==> src/design/vwk_pkg.sv <==
// Shared types and codes for the vehicle bus wake controller.
package vwk_pkg;

	localparam int RunMax = 3;

	localparam logic [1:0] MODE_ASLEEP   = 2'd0;
	localparam logic [1:0] MODE_WAKE_REQ = 2'd1;
	localparam logic [1:0] MODE_WAKING   = 2'd2;
	localparam logic [1:0] MODE_AWAKE    = 2'd3;

	localparam logic [1:0] FRAME_NONE      = 2'd0;
	localparam logic [1:0] FRAME_WAKE      = 2'd1;
	localparam logic [1:0] FRAME_INIT      = 2'd2;
	localparam logic [1:0] FRAME_KEEPALIVE = 2'd3;

	localparam logic [1:0] OP_TICK    = 2'd0;
	localparam logic [1:0] OP_ENSURE  = 2'd1;
	localparam logic [1:0] OP_REQUEST = 2'd2;
	localparam logic [1:0] OP_COMMAND = 2'd3;

	localparam logic [1:0] REG_KA_INTERVAL = 2'd0;
	localparam logic [1:0] REG_KA_TIMEOUT  = 2'd1;
	localparam logic [1:0] REG_WAKE_LIMIT  = 2'd2;
	localparam logic [1:0] REG_INIT_WAIT   = 2'd3;

	typedef struct packed {
		logic [1:0]  op;
		logic [31:0] now_ms;
		logic        bus_activity;
		logic        tx_ok;
		logic        init_tx_ok;
	} in_item_t;

	typedef struct packed {
		logic [1:0]  frame_kind;
		logic        last_of_run;
		logic [1:0]  wake_status;
		logic        keepalive_on;
		logic [31:0] attempt_count;
		logic [31:0] failure_count;
		logic [31:0] keepalive_count;
	} out_item_t;

	typedef struct packed {
		logic [15:0] ka_interval;
		logic [31:0] ka_timeout;
		logic [31:0] wake_limit;
		logic [31:0] init_wait;
	} cfg_regs_t;

	typedef struct packed {
		logic [1:0]  mode;
		logic        ka_active;
		logic [31:0] last_ka_time;
		logic [31:0] last_cmd_time;
		logic [31:0] mode_entry;
		logic [31:0] attempts;
		logic [31:0] failures;
		logic [31:0] ka_sent;
	} wake_state_t;

	typedef struct packed {
		logic [RunMax-1:0][1:0] kinds;
		logic [1:0]             len;
	} run_t;

endpackage

==> src/design/vwk_step.sv <==
// Next-state and frame-run logic for one event of the wake controller.
module vwk_step (
	input  vwk_pkg::wake_state_t st,
	input  vwk_pkg::cfg_regs_t   cfg,
	input  vwk_pkg::in_item_t    item,
	output vwk_pkg::wake_state_t st_n,
	output vwk_pkg::run_t        run
);
	import vwk_pkg::*;

	logic [31:0] now;
	logic [31:0] elapsed;
	logic [31:0] cmd_idle;
	logic [31:0] ka_age;
	logic [RunMax-1:0][1:0] kinds;
	logic [1:0] cnt;

	assign now      = item.now_ms;
	assign elapsed  = now - st.mode_entry;
	assign cmd_idle = now - st.last_cmd_time;
	assign ka_age   = now - st.last_ka_time;

	always_comb begin
		st_n  = st;
		kinds = {RunMax{FRAME_NONE}};
		cnt   = 2'd0;
		unique case (item.op)
			OP_TICK: begin
				if (st.ka_active) begin
					if (cmd_idle > cfg.ka_timeout)
						st_n.ka_active = 1'b0;
					if (ka_age >= {16'd0, cfg.ka_interval}) begin
						kinds[cnt] = FRAME_KEEPALIVE;
						cnt = cnt + 2'd1;
						if (item.tx_ok)
							st_n.ka_sent = st_n.ka_sent + 32'd1;
						st_n.last_ka_time = now;
					end
				end
				unique case (st.mode)
					MODE_ASLEEP: begin
						if (item.bus_activity) begin
							st_n.mode = MODE_AWAKE;
							st_n.mode_entry = now;
						end
					end
					MODE_WAKE_REQ: begin
						kinds[cnt] = FRAME_WAKE;
						cnt = cnt + 2'd1;
						st_n.mode_entry = now;
						if (!item.tx_ok) begin
							st_n.mode = MODE_ASLEEP;
							st_n.failures = st_n.failures + 32'd1;
						end else begin
							if (!st_n.ka_active) begin
								st_n.ka_active = 1'b1;
								st_n.last_ka_time = now;
								st_n.last_cmd_time = now;
								st_n.ka_sent = st_n.ka_sent + 32'd1;
								if (cnt != 2'd3) begin
									kinds[cnt] = FRAME_KEEPALIVE;
									cnt = cnt + 2'd1;
								end
							end
							if (cnt != 2'd3) begin
								kinds[cnt] = FRAME_INIT;
								cnt = cnt + 2'd1;
							end
							if (!item.init_tx_ok) begin
								st_n.ka_active = 1'b0;
								st_n.mode = MODE_ASLEEP;
								st_n.failures = st_n.failures + 32'd1;
							end else begin
								st_n.mode = MODE_WAKING;
							end
						end
					end
					MODE_WAKING: begin
						if (item.bus_activity) begin
							if (elapsed >= cfg.init_wait) begin
								st_n.mode = MODE_AWAKE;
								st_n.mode_entry = now;
							end
						end else if (elapsed > cfg.wake_limit) begin
							st_n.ka_active = 1'b0;
							st_n.mode = MODE_ASLEEP;
							st_n.mode_entry = now;
							st_n.failures = st_n.failures + 32'd1;
						end
					end
					MODE_AWAKE: begin
						if (!item.bus_activity) begin
							st_n.ka_active = 1'b0;
							st_n.mode = MODE_ASLEEP;
							st_n.mode_entry = now;
						end
					end
				endcase
			end
			OP_ENSURE, OP_COMMAND: begin
				st_n.last_cmd_time = now;
				if (st.mode == MODE_AWAKE && !st.ka_active) begin
					st_n.ka_active = 1'b1;
					st_n.last_ka_time = now;
					kinds[cnt] = FRAME_KEEPALIVE;
					cnt = cnt + 2'd1;
					if (item.tx_ok)
						st_n.ka_sent = st_n.ka_sent + 32'd1;
				end
				if (item.op == OP_ENSURE && st.mode == MODE_ASLEEP) begin
					st_n.mode = MODE_WAKE_REQ;
					st_n.mode_entry = now;
					st_n.attempts = st_n.attempts + 32'd1;
				end
			end
			OP_REQUEST: begin
				if (st.mode == MODE_ASLEEP || st.mode == MODE_WAKE_REQ) begin
					if (st.mode != MODE_WAKE_REQ) begin
						st_n.mode = MODE_WAKE_REQ;
						st_n.mode_entry = now;
					end
					st_n.last_cmd_time = now;
					st_n.attempts = st_n.attempts + 32'd1;
				end
			end
		endcase
		run.kinds = kinds;
		run.len   = (cnt == 2'd0) ? 2'd1 : cnt;
	end

endmodule

==> src/design/vehicle_wake_keepalive_fsm.sv <==
// Vehicle bus wake controller with keep-alive: top level.
//
// Events enter on in_valid/in_stall carrying op, now_ms, bus_activity and
// transmit status. Each event produces a run of one to three results on
// out_valid/out_stall; frame_kind names the frame sent (or none) and
// last_of_run marks the final transfer of the run. Every result of a run
// shows the status and counters after the whole event.
// An event is registered on acceptance, evaluated combinationally from
// that register, and its results are registered once the output is free.
// Throughput is one result per cycle while out_stall is low; a run of
// several results holds the output register until its last is taken.
// The next event is taken while a run is still waiting to be taken.
// When the receiver stalls, the result register holds and the input stage
// stalls once it is full. Configuration writes (cfg_valid/cfg_ready) are
// always taken and should only occur while the block is idle.
// Reset puts the controller asleep with all counters and timestamps at zero
// and the timing registers at their defaults.
module vehicle_wake_keepalive_fsm (
	input  logic              clk,
	input  logic              arst_n,
	input  logic              in_valid,
	output logic              in_stall,
	input  vwk_pkg::in_item_t in_data,
	output logic              out_valid,
	input  logic              out_stall,
	output vwk_pkg::out_item_t out_data,
	input  logic              cfg_valid,
	output logic              cfg_ready,
	input  logic [1:0]        cfg_index,
	input  logic [31:0]       cfg_data
);
	import vwk_pkg::*;

	cfg_regs_t   cfg_q;
	wake_state_t st_q;
	wake_state_t st_n;
	run_t        run_n;

	in_item_t    item_s1;
	logic        valid_s1;

	run_t        run_q;
	logic [1:0]  idx_q;
	logic        out_valid_q;
	logic [1:0]  rstat_mode_q;
	logic        rstat_ka_q;
	logic [31:0] rstat_att_q;
	logic [31:0] rstat_fail_q;
	logic [31:0] rstat_kas_q;

	logic last_res;
	logic out_xfer;
	logic adv_s1;
	logic in_xfer;

	assign cfg_ready = 1'b1;

	always_ff @(posedge clk or negedge arst_n) begin
		if (!arst_n) begin
			cfg_q.ka_interval <= 16'd500;
			cfg_q.ka_timeout  <= 32'd300000;
			cfg_q.wake_limit  <= 32'd5000;
			cfg_q.init_wait   <= 32'd1000;
		end else if (cfg_valid && cfg_ready) begin
			unique case (cfg_index)
				REG_KA_INTERVAL: cfg_q.ka_interval <= cfg_data[15:0];
				REG_KA_TIMEOUT:  cfg_q.ka_timeout  <= cfg_data;
				REG_WAKE_LIMIT:  cfg_q.wake_limit  <= cfg_data;
				REG_INIT_WAIT:   cfg_q.init_wait   <= cfg_data;
			endcase
		end
	end

	vwk_step u_step (
		.st   (st_q),
		.cfg  (cfg_q),
		.item (item_s1),
		.st_n (st_n),
		.run  (run_n)
	);

	assign last_res = (idx_q == run_q.len - 2'd1);
	assign out_xfer = out_valid_q && !out_stall;
	assign adv_s1   = valid_s1 && (!out_valid_q || (out_xfer && last_res));
	assign in_stall = valid_s1 && !adv_s1;
	assign in_xfer  = in_valid && !in_stall;

	always_ff @(posedge clk or negedge arst_n) begin
		if (!arst_n) begin
			valid_s1    <= 1'b0;
			out_valid_q <= 1'b0;
			idx_q       <= 2'd0;
			st_q        <= '0;
		end else begin
			if (in_xfer)
				valid_s1 <= 1'b1;
			else if (adv_s1)
				valid_s1 <= 1'b0;

			if (adv_s1) begin
				st_q        <= st_n;
				out_valid_q <= 1'b1;
				idx_q       <= 2'd0;
			end else if (out_xfer) begin
				if (last_res)
					out_valid_q <= 1'b0;
				else
					idx_q <= idx_q + 2'd1;
			end
		end
	end

	always_ff @(posedge clk) begin
		if (in_xfer)
			item_s1 <= in_data;
		if (adv_s1) begin
			run_q        <= run_n;
			rstat_mode_q <= st_n.mode;
			rstat_ka_q   <= st_n.ka_active;
			rstat_att_q  <= st_n.attempts;
			rstat_fail_q <= st_n.failures;
			rstat_kas_q  <= st_n.ka_sent;
		end
	end

	assign out_valid                = out_valid_q;
	assign out_data.frame_kind      = run_q.kinds[idx_q];
	assign out_data.last_of_run     = last_res;
	assign out_data.wake_status     = rstat_mode_q;
	assign out_data.keepalive_on    = rstat_ka_q;
	assign out_data.attempt_count   = rstat_att_q;
	assign out_data.failure_count   = rstat_fail_q;
	assign out_data.keepalive_count = rstat_kas_q;

	a_idx_in_run: assert property (@(posedge clk) disable iff (!arst_n)
		out_valid_q |-> (idx_q < run_q.len))
		else $error("result index beyond run length");

	a_none_alone: assert property (@(posedge clk) disable iff (!arst_n)
		(out_valid_q && out_data.frame_kind == FRAME_NONE) |-> (run_q.len == 2'd1))
		else $error("empty frame inside a multi-result run");

	a_fail_step: assert property (@(posedge clk) disable iff (!arst_n)
		(st_q.failures != $past(st_q.failures)) |->
			(st_q.failures == $past(st_q.failures) + 32'd1))
		else $error("failure count moved by more than one");

	a_waking_entry: assert property (@(posedge clk) disable iff (!arst_n)
		(st_q.mode == MODE_WAKING && $past(st_q.mode) != MODE_WAKING) |->
			($past(st_q.mode) == MODE_WAKE_REQ))
		else $error("waking entered from a state other than wake requested");

	a_stall_full: assert property (@(posedge clk) disable iff (!arst_n)
		(in_stall && !out_stall) |-> (out_valid_q && !last_res))
		else $error("input stalled while output can drain");

endmodule
==> config.mk <==
export PLATFORM = sky130hd
export DESIGN_NAME = vehicle_wake_keepalive_fsm
export DESIGN_NICKNAME = d
export VERILOG_FILES = /design/src/design/vwk_pkg.sv /design/src/design/vwk_step.sv /design/src/design/vehicle_wake_keepalive_fsm.sv
export SDC_FILE = /design/constraint.sdc
export NUM_CORES = 1
export LEC_CHECK = 0
export BUFFER_PORTS_ARGS = -buffer_cell sky130_fd_sc_hd__buf_2
export CAP_MARGIN = 20
export CORE_UTILIZATION = 55
export DETAILED_ROUTE_END_ITERATION = 8
export PLACE_DENSITY = 0.74
export RECOVER_POWER = 100
export SYNTH_ARGS = -nofsm -noshare
export SYNTH_HDL_FRONTEND = slang
export SYNTH_SLANG_ARGS = --single-unit
==> constraint.sdc <==
create_clock -name clk -period 20.6 [get_ports clk]
set_input_delay 1.03 -clock clk [delete_from_list [all_inputs] [get_ports clk]]
set_output_delay 1.03 -clock clk [all_outputs]
set_load 0.01 [all_outputs]
== After elaboration in Yosys (flattened, before gate mapping) ==
Cells that the tools add are included.

* Input bits: 76
* Output and inout bits: 105
* Flip-flop bits (word level): 455
* Word-level logic and storage cells: 212

* Bitwise logic cells: 7
* Muxes and demuxes: 92
* Add/sub/neg operators: 12
* Reductions and logical operators: 36
* Equal/unequal tests: 25
* Magnitude comparators: 11

{| class="wikitable"
|+ Operator list
! operator !! count
|-
| $mux W32 || 20
|-
| $mux W64 || 3
|-
| $pmux W32 S2 || 3
|-
| $pmux W64 S3 || 1
|-
| $add A32 B1 Y32 const B || 4
|-
| $pmux W32 S4 || 1
|-
| $mux W33 || 3
|-
| $mux W96 || 1
|-
| $sub A32 B32 Y32 || 3
|-
| $pmux W33 S2 || 1
|-
| $mux W65 || 1
|-
| $gt A32 B32 Y1 || 2
|-
| $mux W2 || 30
|-
| $mux W6 || 7
|-
| $ge A32 B16 Y1 || 1
|-
| $ge A32 B32 Y1 || 1
|-
| $ne A2 B1 Y1 const B || 7
|-
| $reduce_and A2 Y1 || 7
|-
| $demux W2 S2 || 3
|-
| $eq A2 B2 Y1 const B || 6
|-
| $lt A2 B3 Y1 const B || 4
|-
| $logic_and A1 B1 Y1 || 10
|-
| $mux W1 || 10
|-
| $add A2 B1 Y2 const B || 4
|-
| 27 further kinds || 50
|}

== Depth between registers and ports, before layout ==
* Depth in word-level cells: 22
* Gate-level depth with buffers: 33
* Mapped depth without buffers: 32

== Hierarchy ==
Synthesis repeated with hierarchy kept, for this count alone.

* Cell total of the unflattened synthesis: 3108
* Area, all modules: 30910.9 um^2

{| class="wikitable"
|+ By module, submodules not included
! module !! cells each !! seq. area each (um^2) !! times used !! area an instance (um^2)
|-
| vehicle_wake_keepalive_fsm || 836 || 12137.9 || 1 || 16070.4
|-
| vwk_step || 2272 || 0.0 || 1 || 14840.5
|}

== Worst setup path after synthesis ==
No wires, ideal clock.

* Path kind: register to register
* From: reg item_s1[3] (netlist bit)
* To: reg rstat_kas_q[30], data pin
* Setup slack: 13.404 ns
* Clock period less this slack: 7.196 ns
* Cell stages (with the launch flop): 31
* Data required time: 20.338 ns
* Setup time: 0.262 ns
* Arrival time: 6.934 ns
* Path buffers: 0
* Path through: edfxtp_1 inv_1 ha_1 inv_1 fa_1 a21o_1 a21oi_1 o21ai_0 o311ai_0 a311oi_1 nor4b_1 o31ai_1 o41ai_1 o21ai_0 o21ai_0 nand2b_1 a21oi_1 o21bai_1 a21oi_1 xnor2_1 ha_1 nand4_1 nor4_1 a211oi_1 nor3_1 and4b_1 a31oi_1 nor4_4 and4_1 o31ai_1 mux2_1

{| class="wikitable"
|+ RTL lines
! element !! RTL line !! text
|-
| start: declaration || vehicle_wake_keepalive_fsm.sv:39 || <nowiki>in_item_t item_s1;</nowiki>
|-
| start signal: assignment || vehicle_wake_keepalive_fsm.sv:115 || <nowiki>item_s1 <= in_data;</nowiki>
|-
| end signal: assignment || vehicle_wake_keepalive_fsm.sv:122 || <nowiki>rstat_kas_q <= st_n.ka_sent;</nowiki>
|-
| end: declaration || vehicle_wake_keepalive_fsm.sv:49 || <nowiki>logic [31:0] rstat_kas_q;</nowiki>
|}

== Worst setup path after layout ==
* From: reg idx_q[1]
* To: reg st_q[61] (netlist bit)

* Longest elaborated chain between the ends: 4

{| class="wikitable"
|+ Ends and longest elaborated chain
! element !! RTL line !! text
|-
| start: declaration || vehicle_wake_keepalive_fsm.sv:43 || <nowiki>logic [1:0] idx_q;</nowiki>
|-
| start signal: assignment || vehicle_wake_keepalive_fsm.sv:108 || <nowiki>idx_q <= idx_q + 2'd1;</nowiki>
|-
| $eq A2 B2 Y1 || vehicle_wake_keepalive_fsm.sv:82 || <nowiki>assign last_res = (idx_q == run_q.len - 2'd1);</nowiki>
|-
| $logic_and A1 B1 Y1 || vehicle_wake_keepalive_fsm.sv:84 || <nowiki>assign adv_s1 = valid_s1 && (!out_valid_q || (out_xfer && last_res));</nowiki>
|-
| $logic_or A1 B1 Y1 || vehicle_wake_keepalive_fsm.sv:84 ||
|-
| $logic_and A1 B1 Y1 || vehicle_wake_keepalive_fsm.sv:84 ||
|-
| end signal: assignment || vehicle_wake_keepalive_fsm.sv:101 || <nowiki>st_q <= st_n;</nowiki>
|-
| end: declaration || vehicle_wake_keepalive_fsm.sv:35 || <nowiki>wake_state_t st_q;</nowiki>
|}

No other way between the ends.
A chain may end at the register's enable or synchronous reset.

==> flow_summary_export.csv <==
group,metric,value,unit
synthesis,synthSimpleGateAreaFrac,15.05,%
global_route,grt_overflow_total,0,
critical_path,cp_slowest_cell,"clkinvlp_2",
cts,clk_latency,0.62,ns
sta,drv_slew,880,
floorplan,initial_core_util,56.18,%
hold_path,hold_start,"st_q[95]",
cells_and_area,final-seq-area,12140,µm²
synthesis,ys_types,103,
job,drv_cap,18,
sta,fin_crit_sh,53.11,%
synthesis,synth.avg_cell_area,9.574,µm²
critical_path,rr_worst_depth,11,
synthesis,synth_edf_count,144,
critical_path,critPathKind,"reg2reg",
critical_path,end_kind,"flop",
global_route,track_usage,28.04,%
cts,cts-hold-fix-buffers,0,
floorplan,rows,83,
pwr,p_leak,0.01375,µW
sta,hold_viol,0,
cts,cts-root-buf,"clkbuf_16",
floorplan,die-area,53860,µm²
global_route,antenna_found_initial,1,
synthesis,syn_inst,3041,
global_route,grt_pass1_wl,121000,µm
place,gp_congestion,0.9312,
critical_path,r2r-start,"idx_q[1]",
critical_path,crit_path_start_kind,"flop",
synthesis,synth_ff_type,"dfrtp_1",
drt,route.detailed.drc,0,
hold_path,whs_path_depth,1,
sta,max_freq,91.41,MHz
drt,routed_wl,75640,µm
cts,numCtsBuffers,51,
sta,min_period,10.94,ns
critical_path,path_cells,"xnor2_1 -> nor2_1 -> a21oi_1 -> o21ai_0 -> nand2_2 -> clkbuf_1 -> clkinvlp_2 -> clkbuf_1 -> nand2_1 -> nand2_1 -> o311ai_0",
critical_path,crit_required,21.07,ns
global_route,grt_pass1_vias,23150,
critical_path,crit_arrival,11.41,ns
synthesis,yosys_warnings,0,
cts,clk_path_buf_depth,3,
cells_and_area,final_common_cell,"dfrtp_1",
synthesis,synth_compound_area_share,15.36,%
place,hpwl,53820,µm
floorplan,core-area,51820,µm²
synthesis,synth_nets,3333,
drt,vias,23580,
sta,rsz0062_at_grt,"no",
floorplan,die_y,232.1,µm
drt,drt_pass1_iterations,6,
critical_path,cp_max_fo,82,
cells_and_area,final_cell_mix,"dfrtp_1 (286), nand2_1 (279), inv_1 (239), o21ai_0 (228), ha_1 (213)",
outcome,violations,"capacitance limit, slew limit",
cells_and_area,fillers,4260,
place,port_buffers,179,
cts,cts.sink_count,455,
drt,ant_nets,0,
sta,holdWs,0.4847,ns
synthesis,synth_top_family_by_area,"compound AO/OA/AOI/OAI gates",
synthesis,netlist_area,29120,µm²
critical_path,reg2reg_slack,9.66,ns
sta,fin_skew,0.01875,ns
cells_and_area,multi_input_area,15400,µm²
pwr,power.density,150.0,nW/µm²
floorplan,num_io_pins,181,
sta,tns,0,ns
cts,ctsHtreeMaxLevel,2,
cts,ctsResizeCount,0,
drt,wl_per_cell,19.44,µm
critical_path,max_stage_delay,3.91,ns
cts,cts_tree,"done",
cells_and_area,fin_nets,3459,
synthesis,yosysTopAreaCell,"dfrtp_1",
synthesis,muxShareOfSynthArea,6.966,%
global_route,grt_max_degree,121,
drt,via_per_inst,6.059,
drt,drtIter0Drc,2137,
outcome,outcome,"complete, but fails checks",
sta,slew_headroom,-381.6,%
critical_path,timing.rr.end,"st_q[61]",
sta,setup_viol,0,
cells_and_area,area_growth,10.06,%
synthesis,ys_seq_area_share,41.69,%
cts,path_clk_slew,0.06,ns
cts,cts_setup_buffers,0,
floorplan,die_w,232.1,µm
hold_path,hold_end,"st_q[95]",
synthesis,synthAdderAreaFrac,9.360,%
synthesis,post-synth-top-area-fraction,24.58,%
synthesis,synth_area_leaders,"dfrtp_1 (25%), edfxtp_1 (15%), ha_1 (9.2%), mux2_2 (6.5%), xnor2_1 (4.4%)",
sta,tightest_slew,7.224,ns
synthesis,async_flop_share,68.35,%
synthesis,synth_xor_area_share,6.257,%
pwr,ir_drop,0.09084,mV
cells_and_area,layout-drive-gt1-share,12.09,%
synthesis,ys_ff_latch,455,
hold_path,hold_path.class,"reg2reg",
==> per-layer routing <==
layer  vias to the layer above  GRT usage [%]  part of all wire [%]
li1                      11100              -                     -
met2                       845          47.14                    48
met5                         -              0                     0
met4                         0          10.34                   3.1
met1                     11460          36.94                    43
met3                       176          3.622                   6.5
==> through the flow <==
stage	cell area (µm²)	utilization, %	total power (µW)	std cells	worst slack [ns]
floorplan	29120	-	3128	3041	13.40
detailed placement	30510	58.87	3791	3791	11.51
global placement	30500	58.85	3692	3790	11.85
global route	32040	61.83	5169	3891	8.667
finish	32040	61.83	4806	3891	9.660
CTS	32350	62.43	4812	3887	11.46
==> worst max-delay path, delay by kind of cell (launching register included) <==
kind,cells,cell delay [ns]
buffers and inverters,3,7.85
XOR/XNOR,1,0.24
flip-flops,1,0.47
AND/OR/NAND/NOR,4,1.52
AO/OA/AOI/OAI,3,0.60
==> power breakdown <==
group	switching (µW)	leakage, µW	internal [µW]	total [µW]
clock network	393	0.000884	600	993
logic	1450	0.00767	1020	2470
registers	147	0.00520	1190	1340
total	1990	0.0137	2820	4810
==> worst max-delay path by stage <==
stage	startpoint	end	slack, ns
after floorplan	item_s1[3]	rstat_kas_q[30]	13.40
after global placement	item_s1[3]	st_q[61]	11.85
after detailed placement	item_s1[3]	st_q[61]	11.51
after CTS	item_s1[3]	st_q[61]	11.46
after global routing	idx_q[1]	st_q[61]	8.67
final	idx_q[1]	st_q[61]	9.66
==> synthesized netlist by cell type (all sizes together), types with 28 or more instances <==
cell type / number
inv: 240
a21o: 52
xor2: 62
clkbuf: 100
a31oi: 31
nand3: 93
mux2: 170
buf: 34
nand2b: 32
a21oi: 167
and3: 65
nand2: 280
xnor2: 146
nor2: 186
o21ai: 231
dfrtp: 286
nand4: 33
nor2b: 28
ha: 213
nor3: 73
edfxtp: 144
==> state kept, by name (all words and copies together) (netlist names) <==
signal / flops
rstat_mode_q: 2
st_q: 195
rstat_ka_q: 1
idx_q: 2
rstat_att_q: 32
run_q: 8
cfg_q: 112
rstat_kas_q: 32
out_valid: 1
item_s1: 37
valid_s1: 1
rstat_fail_q: 32
==> kinds of logic (layout without fill, tap and decap cells) <==
kind of cell	after synthesis	count (layout)
buffers and inverters	376	545
AOI/OAI and AO/OA	706	706
other	1	2
and+or+nand+nor	898	898
adders and majority gates	216	216
DFF	455	455
muxes	181	181
xor gates and xnor gates	208	208
==> final cells by class <==
| cell class | count | share of cell area [%] |
|---|---|---|
| multi-input cells | 2210 | 48.06 |
| flip-flops and latches | 455 | 37.88 |
| clock buffers | 69 | 4.541 |
| repair buffers | 209 | 2.823 |
| inverters | 240 | 2.815 |
| well taps | 680 | 2.655 |
| clock inverters | 27 | 1.214 |
| diodes | 1 | 0.007809 |
No activity file was read; power rests on OpenSTA's default activity.
